## src/sv/ccm_pkg.sv

```systemverilog
// shared constants and types of the complex correlator mac
package ccm_pkg;

  localparam int unsigned SP_W      = 32;
  localparam int unsigned SP_MANT_W = 23;
  localparam int unsigned SP_BIAS   = 127;
  localparam logic [7:0]  SP_EXP_SPECIAL = 8'hFF;

  typedef struct packed {
    logic full;
    logic empty;
  } fifo_status_t;

endpackage

```

## src/sv/ccm_back.sv

```systemverilog
// back end: complex multiply, accumulate, and fixed to float conversion
module ccm_back #(
  parameter int unsigned TOTAL_BITS = 18,
  parameter int unsigned INT_BITS   = 2
) (
  input  logic                  clk_i,
  input  logic                  rst_ni,
  input  ccm_pkg::fifo_status_t mid_st_i,
  input  logic [4*TOTAL_BITS:0] mid_data_i,
  output logic                  mid_pop_o,
  input  ccm_pkg::fifo_status_t out_st_i,
  output logic                  out_wr_o,
  output logic [63:0]           out_data_o
);

  localparam int unsigned T  = TOTAL_BITS;
  localparam int unsigned F  = TOTAL_BITS - INT_BITS;
  localparam int unsigned NW = $clog2(T);
  localparam logic [NW-1:0] MSB_POS = NW'(T - 1);
  localparam logic [7:0]    EXP_OFS = 8'(int'(ccm_pkg::SP_BIAS) - int'(F));

  function automatic logic [NW-1:0] msb_idx(input logic [T-1:0] v);
    logic [NW-1:0] idx;
    idx = '0;
    for (int i = 0; i < int'(T); i++) begin
      if (v[i]) idx = NW'(i);
    end
    return idx;
  endfunction

  function automatic logic [31:0] pack_flt(input logic sgn, input logic [T-1:0] mag,
                                           input logic [NW-1:0] n, input logic zero);
    logic [T+23:0] al;
    logic [23:0]   mant;
    logic [24:0]   mant_r;
    logic          up;
    logic [7:0]    ex;
    al     = {mag, 24'd0} << (MSB_POS - n);
    mant   = al[T+23:T];
    up     = al[T-1] & ((|al[T-2:0]) | mant[0]);
    mant_r = {1'b0, mant} + 25'(up);
    ex     = 8'(n) + EXP_OFS + 8'(mant_r[24]);
    return zero ? 32'd0 : {sgn, ex, mant_r[ccm_pkg::SP_MANT_W-1:0]};
  endfunction

  logic move;

  logic [T-1:0] a, b, c, d;
  logic         fin;

  logic                  p_vld_q, p_fin_q;
  logic signed [2*T-1:0] ac_q, bd_q, ad_q, bc_q;

  logic [T-1:0]   acc_re_q, acc_im_q;
  logic [T-1:0]   acc_re_n, acc_im_n;
  logic [2*T-1:0] pr, pi;
  logic           r_vld_q;
  logic [T-1:0]   r_re_q, r_im_q;

  logic          n_vld_q;
  logic          re_sgn_q, im_sgn_q, re_zero_q, im_zero_q;
  logic [T-1:0]  re_mag_q, im_mag_q;
  logic [NW-1:0] re_n_q, im_n_q;
  logic [T-1:0]  re_mag, im_mag;

  assign {a, b, c, d, fin} = mid_data_i;

  assign move      = ~n_vld_q | ~out_st_i.full;
  assign mid_pop_o = move & ~mid_st_i.empty;

  // product stage
  always_ff @(posedge clk_i or negedge rst_ni) begin
    if (!rst_ni) begin
      p_vld_q <= 1'b0;
    end else if (move) begin
      p_vld_q <= mid_pop_o;
    end
  end

  always_ff @(posedge clk_i) begin
    if (mid_pop_o) begin
      p_fin_q <= fin;
      ac_q    <= $signed(a) * $signed(c);
      bd_q    <= $signed(b) * $signed(d);
      ad_q    <= $signed(a) * $signed(d);
      bc_q    <= $signed(b) * $signed(c);
    end
  end

  // accumulate stage
  assign pr       = ac_q - bd_q;
  assign pi       = ad_q + bc_q;
  assign acc_re_n = acc_re_q + pr[T+F-1:F];
  assign acc_im_n = acc_im_q + pi[T+F-1:F];

  always_ff @(posedge clk_i or negedge rst_ni) begin
    if (!rst_ni) begin
      acc_re_q <= '0;
      acc_im_q <= '0;
      r_vld_q  <= 1'b0;
    end else if (move) begin
      r_vld_q <= p_vld_q & p_fin_q;
      if (p_vld_q) begin
        acc_re_q <= p_fin_q ? '0 : acc_re_n;
        acc_im_q <= p_fin_q ? '0 : acc_im_n;
      end
    end
  end

  always_ff @(posedge clk_i) begin
    if (move && p_vld_q && p_fin_q) begin
      r_re_q <= acc_re_n;
      r_im_q <= acc_im_n;
    end
  end

  // magnitude and leading one stage
  assign re_mag = r_re_q[T-1] ? (~r_re_q + 1'b1) : r_re_q;
  assign im_mag = r_im_q[T-1] ? (~r_im_q + 1'b1) : r_im_q;

  always_ff @(posedge clk_i or negedge rst_ni) begin
    if (!rst_ni) begin
      n_vld_q <= 1'b0;
    end else if (move) begin
      n_vld_q <= r_vld_q;
    end
  end

  always_ff @(posedge clk_i) begin
    if (move && r_vld_q) begin
      re_sgn_q  <= r_re_q[T-1];
      im_sgn_q  <= r_im_q[T-1];
      re_zero_q <= (r_re_q == '0);
      im_zero_q <= (r_im_q == '0);
      re_mag_q  <= re_mag;
      im_mag_q  <= im_mag;
      re_n_q    <= msb_idx(re_mag);
      im_n_q    <= msb_idx(im_mag);
    end
  end

  // normalize, round and hand the word to the result queue
  assign out_wr_o   = n_vld_q & move;
  assign out_data_o = {pack_flt(re_sgn_q, re_mag_q, re_n_q, re_zero_q),
                       pack_flt(im_sgn_q, im_mag_q, im_n_q, im_zero_q)};

endmodule

```

## config.mk

```make
export PLATFORM = sky130hd
export DESIGN_NAME = ccm_back
export DESIGN_NICKNAME = d
export VERILOG_FILES = /design/src/sv/ccm_pkg.sv /design/src/sv/ccm_back.sv
export SDC_FILE = /design/constraint.sdc
export NUM_CORES = 2
export LEC_CHECK = 0
export BUFFER_PORTS_ARGS = -buffer_cell sky130_fd_sc_hd__buf_2
export CAP_MARGIN = 10
export CORE_UTILIZATION = 60
export CTS_BUF_LIST = sky130_fd_sc_hd__clkbuf_8 sky130_fd_sc_hd__clkbuf_16
export CTS_CLUSTER_DIAMETER = 150
export DETAILED_ROUTE_END_ITERATION = 8
export HOLD_SLACK_MARGIN = 0.06
export PLACE_DENSITY = 0.84
export SLEW_MARGIN = 20
export SYNTH_ARGS = -nofsm -noshare
export SYNTH_HDL_FRONTEND = slang
export SYNTH_SLANG_ARGS = --single-unit
```

## constraint.sdc

```tcl
create_clock -name clk_i -period 10.7 [get_ports clk_i]
set_input_delay 0.535 -clock clk_i [delete_from_list [all_inputs] [get_ports clk_i]]
set_output_delay 0.535 -clock clk_i [all_outputs]
set_load 0.005 [all_outputs]
```

==> impl_metrics.csv <==
group,metric,value,unit
timing,rsz0062_at_grt,"false",
cts,clkTransAtPathRegs,0.06,ns
worst_setup_path,r2r-start,"bc_q[2]",
timing,drv_slew,0,
placement,gp_congestion,0.9372,
timing,setup_viol,0,
cts,cts_resized,0,
yosys,yosys-top-cells-count,"inv_1 (1498), fa_1 (1262), and2_1 (670)",
cts,clk_latency,0.57,ns
detailed_routing,drc_errors,0,
cts,cts_buffers,34,
die,fp-row-count,116,
die,die_x,320.7,um
yosys,synth_edf_count,221,
yosys,syn_area,0.06096,mm2
timing,worst_pin_slew,1.081,ns
flow_run,max_cap_violations,0,
global_routing,antenna_found_initial,14,
worst_setup_path,critPathRequiredTime,10.99,ns
cts,hold_buffers,0,
timing,slew_headroom,27.94,%
yosys,synth_most_common_cell,"inv_1",
cts,postCtsSetupBuffers,0,
finish,finalNetCount,8156,
worst_setup_path,r2r_end,"acc_im_q[17]",
die,dieArea,0.1029,mm2
detailed_routing,drt_iter0_drc,3216,
yosys,synth_top_area_share,41.45,%
detailed_routing,dr.pass1.iters,5,
placement,post_dp_cell_area,0.06246,mm2
timing,hold_violations,0,
die,die_h,320.7,um
finish,fin_area,0.06360,mm2
timing,fmax,132.5,MHz
global_routing,grt_max_degree,139,
global_routing,grt_pass1_vias,48412,
placement,portBuffers,130,
yosys,yosysTopAreaCell,"fa_1",
outcome,status,"finished, final reports clean",
detailed_routing,vias,43934,
cts,cts_max_level,2,
cts,clk_path_buf_depth,3,
yosys,synthFlopType,"edfxtp_1",
die,initial_core_util,60.69,%
worst_setup_path,cp.arrival,7.84,ns
placement,dp_hpwl,112800,um
cts,numClockSinks,260,
die,boundaryPins,145,
detailed_routing,routed_wl,150200,um
timing,fin_tns_setup,0,ns
worst_hold_path,min_path_type,"input pin to asynchronous set/reset pin",
global_routing,grt-ovfl-total,0,
timing,period_minus_slack,7.550,ns
timing,clock_skew,0.03050,ns
worst_setup_path,r2r_cells,20,
yosys,ys_seq_elements,260,
yosys,yosysWarnings,0,
timing,holdWs,0.1205,ns
worst_setup_path,start_kind,"input pin",
yosys,yosysSeqAreaShare,12.49,%
cts,clock-root-buffer,"clkbuf_16",
timing,setup_ws,3.150,ns
finish,drive_gt1_share,4.250,%
yosys,syn_inst,6449,
cts,tritoncts,"built",
yosys,postSynth.asyncResetShare,15.00,%
global_routing,track_usage,30.81,%
worst_setup_path,cp-end-kind,"flop",
detailed_routing,viasPerCell,5.676,
finish,area_growth,4.343,%
worst_setup_path,r2r_slack,3.91,ns
worst_setup_path,cp_max_fo,36,
global_routing,grt_pass1_wl,248200,um
detailed_routing,wl_per_cell,19.41,um
worst_setup_path,crit_type,"input pin to flop",
yosys,synth_area_per_cell,9.452,um2
yosys,synth.area.top_cells,"fa_1 (41%), edfxtp_1 (11%), ha_1 (9.5%)",
yosys,ys_types,79,
timing,finalCritPeriodShare,70.56,%
finish,fillCellCount,7735,
die,coreArea,0.1004,mm2
detailed_routing,ant_nets,0,
placement,place_ws,2.741,ns
cells in the final DEF, fill, tap and decap left out, types with 9 or more instances in the layout:
cell	synthesis	routed
inv_1	1498	1502
fa_1	1262	1262
and2_1	670	669
nand2_1	668	668
ha_1	464	464
edfxtp_1	221	221
xnor2_1	219	219
nor2_1	204	203
a21oi_1	171	170
buf_2	0	130
o21ai_0	84	84
a21o_1	61	61
nand2b_1	60	60
xor2_1	51	51
buf_4	12	44
nand3_1	42	42
dfrtp_1	39	39
nor3_1	37	37
a211oi_1	37	37
nor2b_1	35	35
clkbuf_16	0	34
o21a_1	31	31
a22o_1	30	30
mux2i_1	22	22
or3_1	19	19
o31ai_1	19	19
o21bai_1	18	18
nand4_1	13	13
and3_1	12	12
conb_1	1	12
or2_2	11	11
a31oi_1	10	10
o211ai_1	9	9
a311oi_1	9	9
state kept, by name (all words and copies together), names as in the netlist:
name,cells
bd_q,34
r_re_q,18
im_zero_q,1
ad_q,34
re_zero_q,1
ac_q,34
n_vld_q,1
re_n_q,5
bc_q,34
re_mag_q,17
p_fin_q,1
im_n_q,5
im_mag_q,17
r_vld_q,1
r_im_q,18
p_vld_q,1
re_sgn_q,1
im_sgn_q,1
acc_im_q,18
acc_re_q,18
kinds of logic (layout without fill, tap and decap cells):
logic type / count (synthesis) / after routing / synth area share (%)
xor gates and xnor gates: 272 / 272 / 3.953
AOI/OAI and AO/OA: 546 / 546 / 5.986
buffers and inverters: 1819 / 1736 / 11.28
other: 1 / 18 / 0.006152
adders and majority gates: 1726 / 1726 / 50.97
muxes: 32 / 32 / 0.6199
and+or+nand+nor: 1793 / 1793 / 14.70
DFF: 260 / 260 / 12.49
worst max-delay path, cell delays in order:
cell	delay, ns
buf_2	0.74
nand2_1	0.19
fa_1	0.56
fa_1	0.53
fa_1	0.52
inv_1	0.05
fa_1	0.45
fa_1	0.51
inv_1	0.05
fa_1	0.47
inv_1	0.04
ha_1	0.38
a211oi_1	0.24
nand2_1	0.10
or4_1	0.57
o21ai_0	0.58
a31oi_1	0.29
and4_1	0.31
nor4_1	0.32
o21bai_1	0.13
a21oi_1	0.19
xnor2_1	0.08
metrics by stage:
stage / std cells / util, %
floorplan: 6460 / -
global placement: 7672 / 62.19
detailed placement: 7672 / 62.19
CTS: 7734 / 63.31
global route: 7740 / 63.33
finish: 7740 / 63.33
layer usage:
metal / up-vias / global-route usage, % / share of wire (%)
met5: - / 0 / 0.063
met4: 14 / 18.35 / 7.1
met3: 500 / 5.721 / 8.5
met2: 2014 / 51.36 / 48
met1: 22302 / 37.38 / 36
li1: 19104 / - / -
final cells by class:
| cell class | instances | area (um2) | share of cell area, % |
|---|---|---|---|
| multi-input combinational | 4381 | 46530 | 73.15 |
| sequential | 260 | 7612 | 11.97 |
| inverter | 1499 | 5627 | 8.846 |
| tap | 1357 | 1698 | 2.669 |
| timing repair buffer | 175 | 1001 | 1.574 |
| clock buffer | 37 | 892.1 | 1.403 |
| clock inverter | 25 | 231.5 | 0.3639 |
| antenna | 6 | 15.01 | 0.02361 |
worst max-delay path by stage:
stage / from / endpoint / slack, ns / depth (start not counted)
global route: mid_data_i[23] / bc_q[33] / 2.91 / 22
CTS: mid_data_i[19] / bc_q[33] / 3.29 / 23
global placement: mid_data_i[22] / bc_q[33] / 2.87 / 22
floorplan: mid_st_i[0] / ac_q[0] / 2.81 / 1
finish: mid_data_i[22] / bc_q[33] / 3.15 / 22
detailed placement: mid_data_i[19] / bc_q[33] / 2.74 / 23
Power is not shown: default switching activity piles up to over one toggle a cycle in this logic, so the estimate is an artifact.
