**config.mk**
```make
export PLATFORM = sky130hd
export DESIGN_NAME = ccm_front
export DESIGN_NICKNAME = d
export VERILOG_FILES = /design/src/sv/ccm_pkg.sv /design/src/sv/ccm_front.sv
export SDC_FILE = /design/constraint.sdc
export NUM_CORES = 1
export LEC_CHECK = 0
export BUFFER_PORTS_ARGS = -buffer_cell sky130_fd_sc_hd__buf_4
export CAP_MARGIN = 5
export CORE_MARGIN = 2
export CORE_UTILIZATION = 30
export DETAILED_ROUTE_END_ITERATION = 10
export SYNTH_ARGS = -nofsm -noshare
export SYNTH_HDL_FRONTEND = slang
export SYNTH_SLANG_ARGS = --single-unit
```
**constraint.sdc**
```tcl
create_clock -name vclk -period 12.2
set_input_delay 3.66 -clock vclk [all_inputs]
set_output_delay 3.66 -clock vclk [all_outputs]
set_load 0.005 [all_outputs]
```
**src/sv/ccm_pkg.sv**
```systemverilog
// shared constants and types of the complex correlator mac
package ccm_pkg;

  localparam int unsigned SP_W      = 32;
  localparam int unsigned SP_MANT_W = 23;
  localparam int unsigned SP_BIAS   = 127;
  localparam logic [7:0]  SP_EXP_SPECIAL = 8'hFF;

  typedef struct packed {
    logic full;
    logic empty;
  } fifo_status_t;

endpackage

```
**src/sv/ccm_front.sv**
```systemverilog
// front end: float to fixed conversion of the four samples and queue write
module ccm_front #(
  parameter int unsigned TOTAL_BITS = 18,
  parameter int unsigned INT_BITS   = 2
) (
  input  logic [31:0]             signal_real_i,
  input  logic [31:0]             signal_imag_i,
  input  logic [31:0]             code_real_i,
  input  logic [31:0]             code_imag_i,
  input  logic                    final_sample_i,
  input  logic                    push_i,
  input  logic                    full_i,
  output logic                    wr_o,
  output logic [4*TOTAL_BITS:0]   wr_data_o
);

  localparam int unsigned T = TOTAL_BITS;
  localparam int unsigned F = TOTAL_BITS - INT_BITS;
  localparam logic signed [9:0] SH_OFS = 10'(int'(F) - 150);
  localparam logic signed [9:0] T_S    = 10'(T);

  function automatic logic [T-1:0] flt_to_fix(input logic [31:0] x);
    logic [7:0]          ex;
    logic [23:0]         m;
    logic signed [9:0]   sh;
    logic [T+23:0]       wide;
    logic [T-1:0]        mag;
    logic                inexact;
    logic [4:0]          amt;
    ex      = x[ccm_pkg::SP_W-2:ccm_pkg::SP_MANT_W];
    m       = {ex != 8'd0, x[ccm_pkg::SP_MANT_W-1:0]};
    sh      = $signed({2'b00, (ex == 8'd0) ? 8'd1 : ex}) + SH_OFS;
    mag     = '0;
    inexact = 1'b0;
    amt     = '0;
    wide    = '0;
    if (ex == ccm_pkg::SP_EXP_SPECIAL) begin
      return '0;
    end
    if (sh >= 10'sd0) begin
      if (sh < T_S) begin
        wide = {{T{1'b0}}, m} << sh[4:0];
        mag  = wide[T-1:0];
      end
    end else if (sh > -10'sd24) begin
      amt     = 5'(-sh);
      wide    = {{T{1'b0}}, m} >> amt;
      mag     = wide[T-1:0];
      inexact = |(m & ~(24'hFFFFFF << amt));
    end else begin
      inexact = |m;
    end
    if (x[ccm_pkg::SP_W-1]) begin
      mag = inexact ? ~mag : (~mag + 1'b1);
    end
    return mag;
  endfunction

  assign wr_o      = push_i & ~full_i;
  assign wr_data_o = {flt_to_fix(signal_real_i), flt_to_fix(signal_imag_i),
                      flt_to_fix(code_real_i), flt_to_fix(code_imag_i), final_sample_i};

endmodule

```
==> results of run 1 <==
[worst max-delay path: stages]
cell       delay, ps
buf_4            230
buf_4            340
or2_2            540
o31ai_2          140
buf_4            240
a22oi_1          600
mux2_2           310
o21ai_0          110
a2111oi_2        700
nand4_1          330
or3_4            500
o31ai_4          200
xor2_1           170
buf_4            130
[power by group through the flow]
stage	clock, uW	sequential, uW	combinational, uW
after floorplan	0	0	520
after global placement	0	0	866
after detailed placement	0	0	850
after CTS	0	0	853
after global routing	0.000143	0	939
final	0.000143	0	896
[stage by stage]
stage	hold slack [ps]	cells	utilization (%)	area, um^2
floorplan	7350	2449	-	15600
global placement	7320	3204	34.8	17900
detailed placement	7320	3204	34.8	17900
CTS	7320	3204	34.8	17900
global route	7320	3217	34.9	17900
finish	7320	3217	34.9	17900
[layer usage]
layer  wire length [um]  vias up
met5                 44        -
li1                   -     9749
met2              38500     2006
met1              33200    10500
met3              11600      566
met4               7160        8
[cell families (layout without fill, tap and decap cells)]
logic type                 after synthesis  in the layout  share of synthesized area (%)
buffers and inverters                  332            407                           8.46
AOI/OAI and AO/OA                      944            944                           44.1
xor gates and xnor gates                83             83                           4.66
muxes                                  146            146                           10.9
and+or+nand+nor                        931            931                           30.9
adders and majority gates               13             13                           1.03
other                                    0             13                              0
[Yosys cell counts, types with 49 or more instances]
| cell type | number | area share [%] |
|---|---|---|
| a211oi_1 | 60 | 2.9 |
| a21oi_1 | 152 | 4.9 |
| a31oi_1 | 60 | 2.4 |
| clkbuf_1 | 174 | 4.2 |
| inv_1 | 74 | 1.8 |
| mux2i_1 | 100 | 6.4 |
| nand2_1 | 203 | 4.9 |
| nand3_1 | 87 | 2.8 |
| nor2_1 | 211 | 5.1 |
| nor2b_1 | 50 | 2.0 |
| nor3_1 | 84 | 2.7 |
| o211ai_1 | 49 | 2.4 |
| o21ai_0 | 135 | 4.3 |
| xnor2_1 | 54 | 3.0 |
[worst max-delay path by stage]
| stage | endpoint | slack [ps] |
|---|---|---|
| floorplan | wr_data_o[71] | 200 |
| global placement | wr_data_o[18] | 380 |
| detailed placement | wr_data_o[18] | 420 |
| CTS | wr_data_o[18] | 410 |
| global route | wr_data_o[18] | 190 |
| finish | wr_data_o[18] | 320 |
[layout make-up]
cell class | count | area, um^2
fill | 5659 | 33500
multi-input combinational | 2117 | 14300
timing repair buffer | 327 | 2450
tap | 680 | 851
inverter | 80 | 300
antenna | 13 | 32.5
==> summary.md, run 1 <==
| Metric | Value |
|---|---|
| Status | completed |
| Netlist cell types | 110 |
| Vias in the first global route | 20900 |
| Sw Ratio | a little under two thirds |
| Final Slew Violations | 0 |
| Crit path time final | ~12000 ps |
| WL final | slightly above 90 mm |
| Most common cell after layout, fill and taps aside | buf_4 |
| CP Launch Point | code_imag_i[25] |
| GRT Total Usage | 31.7% |
| Worst hold path type | in2out |
| Met2 Usage GRT | 49.2% |
| Syn Nets | roughly 2600 |
| Synth Warn # | 0 |
| Final setup viols | 0 |
| Post-DR wirelength/cell | 28.1 um |
| RSZ-0062 raised after global routing | no |
| Place WS | about 420 ps |
| IO buf count | just over 200 |
| Crit-path max FO | 22 |
| Initial Util | a little under a third |
| DR vias | 22800 |
| Register area | 0 um^2 |
| VDD IR-drop max | between 0.03 and 0.04 mV |
| Clock Buffer Count | 0 |
| Synth Cell Area | about 16000 um^2 |
| Cells after synthesis | approximately 2400 |
| Area Growth Syn to Fin | 15.0% |
| GRT Max-Usage Layer | met2 |
| Share of layout cells above drive strength 1 | 17.7% |
| Grt total ovfl | 0 |
| Fin nets | approximately 2700 |
| Via/cell ratio | just over 7 |
| Sum Neg Setup Slack | 0 ps |
| Final cycle utilization of the critical path | a little over nine tenths |
| MaxCap Viol Count | 0 |
| Post-Syn Area per Cell | about 6.4 um^2 |
| FMAX | 84.2 MHz |
| Post-synthesis sequential area ratio | 0% |
| Global-route wire length before repair | around 130 mm |
| Detailed-route DRC error count | 0 |
| Worst Hold End | wr_data_o[0] |
| Hold Buf Count CTS | 0 |
| Die Width | approximately 230 um |
| WHS Path Cells | 0 |
| Hpwl dp | ~68 mm |
| Slew @ Worst Pin | ~1300 ps |
| Met3 Use GR | 7.63% |
| PD cells | roughly 50 nW/um^2 |
| Worst EP required | approximately 8500 ps |
| Setup CP Type | in2out |
| Antenna violations before repair | 18 |
| Seq Cell Count | 0 |
| Final setup margin | 317 ps |
| P_sw | between 500 and 600 uW |
| Drt pass-1 iters | 8 |
| Global-route track usage on met1 | between 30% and 40% |
| P_leak | 0.00664 uW |
| Post-cts resize count | 0 |
| Combinational Power Share | between 90% and 100% |
| Antenna violation net count after detailed routing | 0 |
| Power, Total | ~900 uW |
| Final hold viol count | 0 |
| Die Ht | between 200 and 250 um |
| Core ar. | 51400 um^2 |
| Die area | about 54000 um^2 |
| # IOs | 205 |
| FP Rows | 83 |
| DR iter-0 viols | between 3000 and 4000 |
| Post-CTS setup repair buffer count | 0 |
| CP Data Arrival Time | 8220 ps |
| CP Launch Type | input pin |
| Commonest cells after routing, fill and taps aside | buf_4 (327), nor2_1 (211), nand2_1 (203) |
| RePlAce Congestion | around 1.1 |
| Hold_sp | final_sample_i |
| Rel. slew slack | approximately 15% |
| Reg power frac | 0% |
| Clock share of power | 0% |
| Largest net degree at the start of global routing | 43 |
| CP Capture Type | output port |
| Power Internal | 328 uW |
Note: power is estimated with default switching activity, not from simulation.
==> run 2: changes to the inputs <==
CORE_MARGIN = unset   (was 2)
==> summary.md, run 2 (same netlist as run 1, synthesis figures left out) <==
| Metric | Value |
|---|---|
| Fill cells | 5710 |
| CP Launch Type | input pin |
| Crit-path max FO | 42 |
| CP Buf/Inv Count | 3 |
| Hold WS | 7320 ps |
| CP Data Arrival Time | roughly 8300 ps |
| Clock Buffer Count | 0 |
| FP Rows | 83 |
| Share of layout cells above drive strength 1 | approximately 18% |
| Final setup margin | 248 ps |
| Levels on crit path | 15 |
| Combinational Power Share | between 90% and 100% |
| Reg power frac | 0% |
| Vias in the first global route | 20500 |
| Largest delay share family, worst path | simple AND/OR/NAND/NOR gates |
| DR vias | between 20000 and 25000 |
| Final hold viol count | 0 |
| Final setup viols | 0 |
| Antenna violation net count after detailed routing | 0 |
| Place WS | between 300 and 400 ps |
| Largest net degree at the start of global routing | between 40 and 50 |
| PD cells | 49.8 nW/um^2 |
| P_leak | between 0.006 and 0.007 uW |
| CP Capture Type | output port |
| Area Growth Syn to Fin | 14.5% |
| Clock share of power | 0% |
| Grt total ovfl | 0 |
| Final Slew Violations | 0 |
| Post-CTS setup repair buffer count | 0 |
| Sum Neg Setup Slack | 0 ps |
| Post-DR wirelength/cell | about 27 um |
| Worst EP required | between 8000 and 9000 ps |
| Initial Util | just over 30% |
| Final cycle utilization of the critical path | 98.0% |
| Slew @ Worst Pin | roughly 1200 ps |
| Via/cell ratio | 7.07 |
| Seq Cell Count | 0 |
| Post-cts resize count | 0 |
| CP Launch Point | code_imag_i[24] |
| GRT Total Usage | between 30% and 40% |
| Placed cell area | roughly 18000 um^2 |
| Global-route wire length before repair | approximately 130 mm |
| Register area | 0 um^2 |
| DR iter-0 viols | 3857 |
| IO buf count | 203 |
| Critical path's slowest cell | a211oi_1 |
| Worst setup path end | wr_data_o[18] |
| WL final | roughly 88 mm |
| Worst hold path type | in2out |
| # IOs | a little over 200 |
| Ant diodes | 0 |
| MaxCap Viol Count | 0 |
| Drt pass-1 iters | 6 |
| Rel. slew slack | between 10% and 20% |
| Hold Buf Count CTS | 0 |
| Commonest cells after routing, fill and taps aside | buf_4 (322), nor2_1 (211), nand2_1 (203) |
| Hpwl dp | roughly 66 mm |
| VDD IR-drop max | around 0.028 mV |
| Detailed-route DRC error count | 0 |
| Most used cell along the critical path | buf_4 |
| Critical Path Max Stage Delay | between 700 and 800 ps |
| Critical-path cell list | buf_4, nor2b_1, nor2_1, ha_1, buf_4, a211oi_1, nand3_1, nand4_1, a2bb2oi_2, or4b_1, or4b_1, or3_4, o31ai_4, xor2_1, buf_4 |
| Crit path time final | about 12000 ps |
| Most common cell after layout, fill and taps aside | buf_4 |
| Antenna violations before repair | 0 |
| P_sw | around 560 uW |
| RSZ-0062 raised after global routing | no |
| Status | completed |
| Setup CP Type | in2out |
| Die Width | between 200 and 250 um |
| Power Internal | about 330 uW |
| Final Util | between 30% and 40% |
| Core ar. | slightly above 50000 um^2 |
| Sw Ratio | 63.3% |
| RePlAce Congestion | between 1 and 1.5 |
| Die area | around 53000 um^2 |
| FMAX | between 80 and 90 MHz |
| Design Area, Final | ~18000 um^2 |
| Die Ht | 230 um |
| Fin nets | 2664 |
## run 2: area by class of cell
cell class | instances | area (um^2) | area share, %
Tap cell | 680 | 851 | 4.76
Inverter | 80 | 300 | 1.68
Timing Repair Buffer | 322 | 2420 | 13.5
Multi-Input combinational cell | 2117 | 14300 | 80.0
## run 2: how the worst min path moves through the flow
stage | start | to | slack (ps) | cells past startpoint
6_report | final_sample_i | wr_data_o[0] | 7320 | 0
2_1_floorplan | full_i | wr_o | 7350 | 1
5_1_grt | final_sample_i | wr_data_o[0] | 7320 | 0
3_5_place_dp | final_sample_i | wr_data_o[0] | 7320 | 0
4_1_cts | final_sample_i | wr_data_o[0] | 7320 | 0
3_3_place_gp | final_sample_i | wr_data_o[0] | 7320 | 0
## run 2: power groups by stage
stage	Combinational [uW]	Clock, uW	Sequential [uW]
final	889	0	0
after global routing	932	0	0
after CTS	853	0	0
after detailed placement	850	0	0
after global placement	867	0	0
after floorplan	520	0	0
## run 2: per-layer routing
layer,track usage (%),part of all wire (%)
met1,42.1,39
met2,48.4,43
met3,5.36,12
met4,14.4,6.0
met5,0,0
## run 2: metrics by stage
| step | std cells | total power (uW) |
|---|---|---|
| after detailed placement | 3199 | 850 |
| after global routing | 3199 | 932 |
| after floorplan | 2449 | 520 |
| final | 3199 | 889 |
| after CTS | 3199 | 853 |
| after global placement | 3199 | 867 |
