$ cat config.mk
export PLATFORM = sky130hd
export DESIGN_NAME = ccm_fifo
export DESIGN_NICKNAME = d
export VERILOG_FILES = /design/src/sv/ccm_pkg.sv /design/src/sv/ccm_fifo.sv
export SDC_FILE = /design/constraint.sdc
export NUM_CORES = 1
export LEC_CHECK = 0
export BUFFER_PORTS_ARGS = -buffer_cell sky130_fd_sc_hd__buf_2
export CORE_MARGIN = 2
export CORE_UTILIZATION = 55
export DETAILED_ROUTE_END_ITERATION = 10
export GPL_TIMING_DRIVEN = 1
export PLACE_DENSITY = 0.77
export SETUP_SLACK_MARGIN = 0.3
export SLEW_MARGIN = 10
export SYNTH_ARGS = -nofsm -noshare
export SYNTH_HDL_FRONTEND = slang
export SYNTH_SLANG_ARGS = --single-unit
$ cat constraint.sdc
create_clock -name clk_i -period 4.3 [get_ports clk_i]
set_input_delay 0.645 -clock clk_i [delete_from_list [all_inputs] [get_ports clk_i]]
set_output_delay 0.645 -clock clk_i [all_outputs]
set_load 0.01 [all_outputs]
$ cat src/sv/ccm_pkg.sv
// shared constants and types of the complex correlator mac
package ccm_pkg;

  localparam int unsigned SP_W      = 32;
  localparam int unsigned SP_MANT_W = 23;
  localparam int unsigned SP_BIAS   = 127;
  localparam logic [7:0]  SP_EXP_SPECIAL = 8'hFF;

  typedef struct packed {
    logic full;
    logic empty;
  } fifo_status_t;

endpackage

$ cat src/sv/ccm_fifo.sv
// small first-word-fall-through queue of words
module ccm_fifo #(
  parameter int unsigned WIDTH = 8,
  parameter int unsigned DEPTH = 4
) (
  input  logic                  clk_i,
  input  logic                  rst_ni,
  input  logic                  wr_i,
  input  logic [WIDTH-1:0]      wr_data_i,
  input  logic                  rd_i,
  output logic [WIDTH-1:0]      rd_data_o,
  output ccm_pkg::fifo_status_t status_o
);

  localparam int unsigned PW = $clog2(DEPTH);
  localparam int unsigned CW = $clog2(DEPTH + 1);

  logic [WIDTH-1:0] mem_q [DEPTH];
  logic [PW-1:0]    wr_ptr_q, wr_ptr_d;
  logic [PW-1:0]    rd_ptr_q, rd_ptr_d;
  logic [CW-1:0]    cnt_q, cnt_d;
  logic             wr_ok, rd_ok;

  assign status_o.full  = (cnt_q == CW'(DEPTH));
  assign status_o.empty = (cnt_q == '0);
  assign wr_ok = wr_i & ~status_o.full;
  assign rd_ok = rd_i & ~status_o.empty;
  assign rd_data_o = mem_q[rd_ptr_q];

  always_comb begin
    wr_ptr_d = wr_ptr_q;
    rd_ptr_d = rd_ptr_q;
    cnt_d    = cnt_q;
    if (wr_ok) begin
      wr_ptr_d = (wr_ptr_q == PW'(DEPTH - 1)) ? '0 : wr_ptr_q + 1'b1;
    end
    if (rd_ok) begin
      rd_ptr_d = (rd_ptr_q == PW'(DEPTH - 1)) ? '0 : rd_ptr_q + 1'b1;
    end
    if (wr_ok && !rd_ok) begin
      cnt_d = cnt_q + 1'b1;
    end else if (rd_ok && !wr_ok) begin
      cnt_d = cnt_q - 1'b1;
    end
  end

  always_ff @(posedge clk_i or negedge rst_ni) begin
    if (!rst_ni) begin
      wr_ptr_q <= '0;
      rd_ptr_q <= '0;
      cnt_q    <= '0;
    end else begin
      wr_ptr_q <= wr_ptr_d;
      rd_ptr_q <= rd_ptr_d;
      cnt_q    <= cnt_d;
    end
  end

  always_ff @(posedge clk_i) begin
    if (wr_ok) begin
      mem_q[wr_ptr_q] <= wr_data_i;
    end
  end

endmodule

==> impl_metrics.toml, run 1 <==
[cells_and_area]
syn2layout_area_growth_pct = 11.4
antenna_cells = 0
final_common_cell = "edfxtp_1"
fill_cells = 212
layout_common_cells = "32 x edfxtp_1, 21 x buf_2, 8 x mux4_2"
drive_gt1_share_pct = 45.7
fin_nets = 123

[worst_setup_path]
max_stage_delay_ns = 0.72
crit_chain = "mux4_2 > buf_2"
critPathArrivalTime_ns = 1.79
r2r_start = "cnt_q[0]"
crit_required_ns = 3.65
startpoint_type = "register"
path_class = "reg2out"
cp_max_fo = 11
reg2reg_to = "cnt_q[2]"
cpMaxStageDelayCell = "dfrtp_1"
cp-end-kind = "output pin"
reg2reg_setup_slack_ns = 2.24
r2r_cells = 8

[grt]
grt_use_met2_pct = 26.2
antenna_found_initial = 0
track_usage_pct = 16.3
grt_overflow = 0
gr-max-usage-layer = "met2"
grt_pass1_vias = 782
gr-usage-met1_pct = 20.1
grt_pass1_wl_um = 3830
grt_max_degree = 13
met3_usage_pct = 6.25

[sta]
fin_setup_tns_ns = 0
fin_crit_sh_pct = 56.5
setup_slack_ns = 1.87
setup_viol = 0
tightest_slew_ns = 0.579
period_needed_ns = 2.43
hold_viol_final = 0
finalMaxSlewViolations = 0
skew_ns = 0.00344
max_freq_ghz = 0.411
max_slew_margin_pct = 61.4
rsz0062_at_grt = "no"

[yosys]
synth.area.top_cells = "edfxtp_1 59%, mux4_2 11%, dfrtp_1 11%"
syn_inst = 79
syn_avg_cell_area_um2 = 20.5
synth_top_area_share_pct = 59.3
synth.net_count = 98
syn-cell-area_mm2 = 0.00162
ys_types = 19
ys_ff_latch = 39
yosysWarnings = 0
yosysSeqAreaShare_pct = 70.1
synth_area_leader_cell = "edfxtp_1"

[die]
die_x_um = 58.3
die-area_mm2 = 0.00340
row_count = 19
fp.dieH_um = 58.3
start_util_pct = 58.3
io_pins = 22
coreArea_mm2 = 0.00278

[cts]
path_clk_slew_ns = 0.10
cts_setup_buffers = 0
clk_path_buf_depth = 2
cts.sinks = 39
holdBufCountCts = 0
cts_made_buffers = 5
clockRootBuffer = "clkbuf_4"
htree_levels = 2
cts_tree = "done"
cts_resized = 0
clock_latency_ns = 0.33

[power]
total_leakage_power_nw = 0.689
p_per_area_mw_per_mm2 = 649
peakVddDrop_v = 0.000468

[placement]
dp_slack_ns = 2.11
io_buffers = 21
gp_congestion = 0.613
hpwl_um = 1600

[worst_hold_path]
hold_path.class = "in2async"

[route]
routedWlPerCell_um = 17.0
dr.pass1.iters = 4
drc = 0
wl_um = 2310
ant_nets = 0
vias_per_cell = 5.53
vias = 752
drtIter0Drc = 14

[flow_run]
cap_violations = 0

[run_status]
status = "completed"
where the power goes:
group / internal (mW) / total, mW / switching, mW
Sequential: 0.511 / 0.601 / 0.0905
Combinational: 0.219 / 0.380 / 0.161
Clock: 0.0793 / 0.190 / 0.110
cells in the mapped netlist, drive strengths merged:
master,instances
edfxtp,32
mux4,8
dfrtp,7
ha,6
mux2,5
and2,4
buf,3
inv,3
nor2,3
xor2,2
fa,1
nand2b,1
nor2b,1
nor3,1
nor3b,1
xnor2,1
through the flow:
| stage | instance area, um2 | cells | util [%] | hold slack [ns] | power [mW] |
|---|---|---|---|---|---|
| 2_1_floorplan | 1620 | 79 | - | 0.349 | 0.885 |
| 6_report | 1800 | 136 | 64.9 | 0.120 | 1.17 |
| 4_1_cts | 1800 | 136 | 64.9 | 0.110 | 1.19 |
| 3_3_place_gp | 1740 | 128 | 62.7 | 0.477 | 0.982 |
| 5_1_grt | 1800 | 136 | 64.9 | 0.112 | 1.25 |
| 3_5_place_dp | 1740 | 128 | 62.7 | 0.485 | 1.00 |
how the worst max path moves through the flow:
stage / end / startpoint / cells past startpoint / slack, ns
floorplan: cnt_q[2] / cnt_q[0] / 8 / 2.24
global placement: cnt_q[2] / wr_i / 8 / 2.14
detailed placement: cnt_q[2] / wr_i / 8 / 2.11
CTS: rd_data_o[6] / rd_ptr_q[0] / 2 / 1.79
global route: rd_data_o[7] / rd_ptr_q[0] / 2 / 1.72
finish: rd_data_o[6] / rd_ptr_q[0] / 2 / 1.87
cell families (layout without fill, tap and decap cells):
family / Yosys count / after routing / share of synthesized area [%]
DFF: 39 / 39 / 70.1
buffers and inverters: 6 / 32 / 1.93
muxes: 13 / 13 / 15.1
and+or+nand+nor: 11 / 11 / 5.41
adders and majority gates: 7 / 7 / 5.87
xor gates and xnor gates: 3 / 3 / 1.62
per-layer routing:
metal / part of all wire, % / vias up / routed length [um]
met5: 0 / - / 0
met1: 42 / 383 / 983
met2: 51 / 15 / 1180
li1: - / 349 / -
met4: 1.9 / 0 / 43
met3: 4.6 / 5 / 106
sequential cells by signal (all words and copies together), names as in the netlist:
register / flops
wr_ptr_q: 2
rd_ptr_q: 2
cnt_q: 3
mem_q: 32
layout make-up:
type / instances / area (um2) / area share [%]
clock inverter: 1 / 5.00 / 0.277
inverter: 3 / 11.3 / 0.624
tap: 31 / 38.8 / 2.15
multi-input combinational: 34 / 453 / 25.1
clock buffer: 7 / 55.1 / 3.05
timing repair buffer: 21 / 105 / 5.83
sequential: 39 / 1140 / 63.0
critical path: cells and delay by family (launching register included):
family | cells | cell delay, ns
DFF | 1 | 0.72
muxes | 1 | 0.58
buffers and inverters | 1 | 0.15
Note: power is estimated with default switching activity, not from simulation.
==> run 2: changes to the inputs <==
==> constraint.sdc (replaced) <==
create_clock -name clk_i -period 2.45 [get_ports clk_i]
set_input_delay 0.3675 -clock clk_i [delete_from_list [all_inputs] [get_ports clk_i]]
set_output_delay 0.3675 -clock clk_i [all_outputs]
set_load 0.01 [all_outputs]
==> run 2 against run 1 <==
Sequential cell count did not move. Highest routed layer unchanged. Worst hold slack improved by 0.12 ns. Sequential power rose by 76%.
==> impl_metrics.toml, run 2 (synthesized netlist as in run 1, its figures left out) <==
[placement]
io_buffers = 21
dp.cells = 128
dpl_cell_area_mm2 = 0.00174
hpwl_um = 1640
gp_congestion = 0.672

[route]
wl_um = 2410
routedWlPerCell_um = 17.6
drc = 0
vias = 757
drtIter0Drc = 14
ant_nets = 0
dr.pass1.iters = 4
vias_per_cell = 5.53

[sta]
finalMaxSlewViolations = 0
tightest_slew_ns = 0.426
period_needed_ns = 2.04
max_slew_margin_pct = 71.6
skew_ns = 0.0127
hold_ws_ns = 0.239
rsz0062_at_grt = "no"
fin_crit_sh_pct = 83.1
hold_viol_final = 0
max_freq_ghz = 0.491
fin_setup_tns_ns = 0
setup_viol = 0

[cells_and_area]
regMostFlops = "mem_q"
reg.largest.list = "mem_q: 32 flops, cnt_q: 3 flops"
multiInputGateArea_um2 = 463
drive_gt1_share_pct = 45.3
final_common_cell = "edfxtp_1"
antenna_cells = 0
utilization_pct = 65.2
fin_nets = 124
fin_area_mm2 = 0.00181
fill_cells = 191
area.sequential_mm2 = 0.00114
syn2layout_area_growth_pct = 12.0
largest_reg_flops = 32
stdcell_count = 137
layout_common_cells = "32 x edfxtp_1, 21 x buf_2, 8 x mux4_2"

[cts]
cts_tree = "done"
cts_made_buffers = 5
clock_latency_ns = 0.34
cts.sinks = 39
clk_path_buf_depth = 2
cts_setup_buffers = 0
clockRootBuffer = "clkbuf_4"
path_clk_slew_ns = 0.11
htree_levels = 2

[grt]
track_usage_pct = 16.7
grt_pass1_vias = 816
grt_pass1_wl_um = 3820
grt_max_degree = 12
antenna_found_initial = 0
grt_overflow = 0

[worst_setup_path]
worstPathBufferInverterCount = 1
cp-end-kind = "register"
cpMaxStageDelayCell = "dfrtp_1"
crit_required_ns = 2.72
cpMostUsedCell = "xor2_1"
max_stage_delay_ns = 0.44
path_class = "reg2reg"
cpLargestDelayFamily = "adder cells"
crit_chain = "nor3b_4 > nor2b_4 > ha_1 > inv_1 > fa_1 > xor2_1 > nor2_1 > xor2_1"
critPathArrivalTime_ns = 2.30
startpoint_type = "register"
cp_max_fo = 7

[power]
total_leakage_power_nw = 0.689
p_per_area_mw_per_mm2 = 1130
peakVddDrop_v = 0.000922

[die]
fp.dieH_um = 58.3
start_util_pct = 58.3
coreArea_mm2 = 0.00278
io_pins = 22
row_count = 19
die-area_mm2 = 0.00340
die_x_um = 58.3

[flow_run]
cap_violations = 0

[run_status]
status = "completed"

[worst_hold_path]
hold_path.class = "in2reg"
run 2: changes by cell type in the layout (fill, tap and decap cells not counted):
cell / before / now
clkbuf_8: 1 / 0
clkinv_1: 0 / 2
clkinv_2: 1 / 0
dfrtp_1: 7 / 6
dfrtp_2: 0 / 1
dlygate4sd3_1: 0 / 1
nor2b_2: 1 / 0
nor2b_4: 0 / 1
nor3_1: 1 / 0
nor3_2: 0 / 1
run 2: timing repair:
item / 4_1_cts / 5_1_grt
hold endpoints to repair: 7 / 0
cloned: 0 / 0
hold buffers: 1 / 0
setup endpoints to repair: 8 / 1
gates resized for setup: 1 / 2
run 2: path summary, 6_finish.rpt:
kind | start | endpoint | slack [ns] | cells after the start
min in group asynchronous | rst_ni | rd_ptr_q[0] | 0.39 | 2
worst max register to register | cnt_q[2] | cnt_q[2] | 0.41 | 8
worst min register to register | cnt_q[2] | cnt_q[2] | 0.55 | 1
worst min-delay path | wr_data_i[2] | mem_q[3][2] | 0.24 | 1
max in group asynchronous | rst_ni | rd_ptr_q[0] | 1.90 | 2
worst max-delay path | cnt_q[2] | cnt_q[2] | 0.41 | 8
run 2: final cells by class:
class,instances,area share [%]
timing repair buffer,22,6.34
clock buffer,6,2.28
multi-input combinational,34,25.5
tap,31,2.14
clock inverter,2,0.414
inverter,3,0.621
sequential,39,62.7
run 2: metal layers:
| layer | share of wire (%) | track usage, % | up-vias |
|---|---|---|---|
| met5 | 0 | 0 | - |
| met4 | 0.87 | 11.0 | 0 |
| met3 | 4.7 | 4.69 | 2 |
| met2 | 53 | 26.8 | 19 |
| met1 | 42 | 19.5 | 382 |
| li1 | - | - | 354 |
run 2: per-stage QoR:
stage	power, mW	setup slack (ns)
2_1_floorplan	1.55	0.386
3_3_place_gp	1.73	0.474
3_5_place_dp	1.77	0.336
4_1_cts	2.07	0.306
5_1_grt	2.18	0.299
6_report	2.05	0.414
run 2: power by group:
part / leakage [nW] / total (mW) / internal, mW / switching, mW
clock: 0.0273 / 0.297 / 0.106 / 0.191
combinational: 0.288 / 0.691 / 0.394 / 0.297
sequential: 0.374 / 1.06 / 0.898 / 0.164
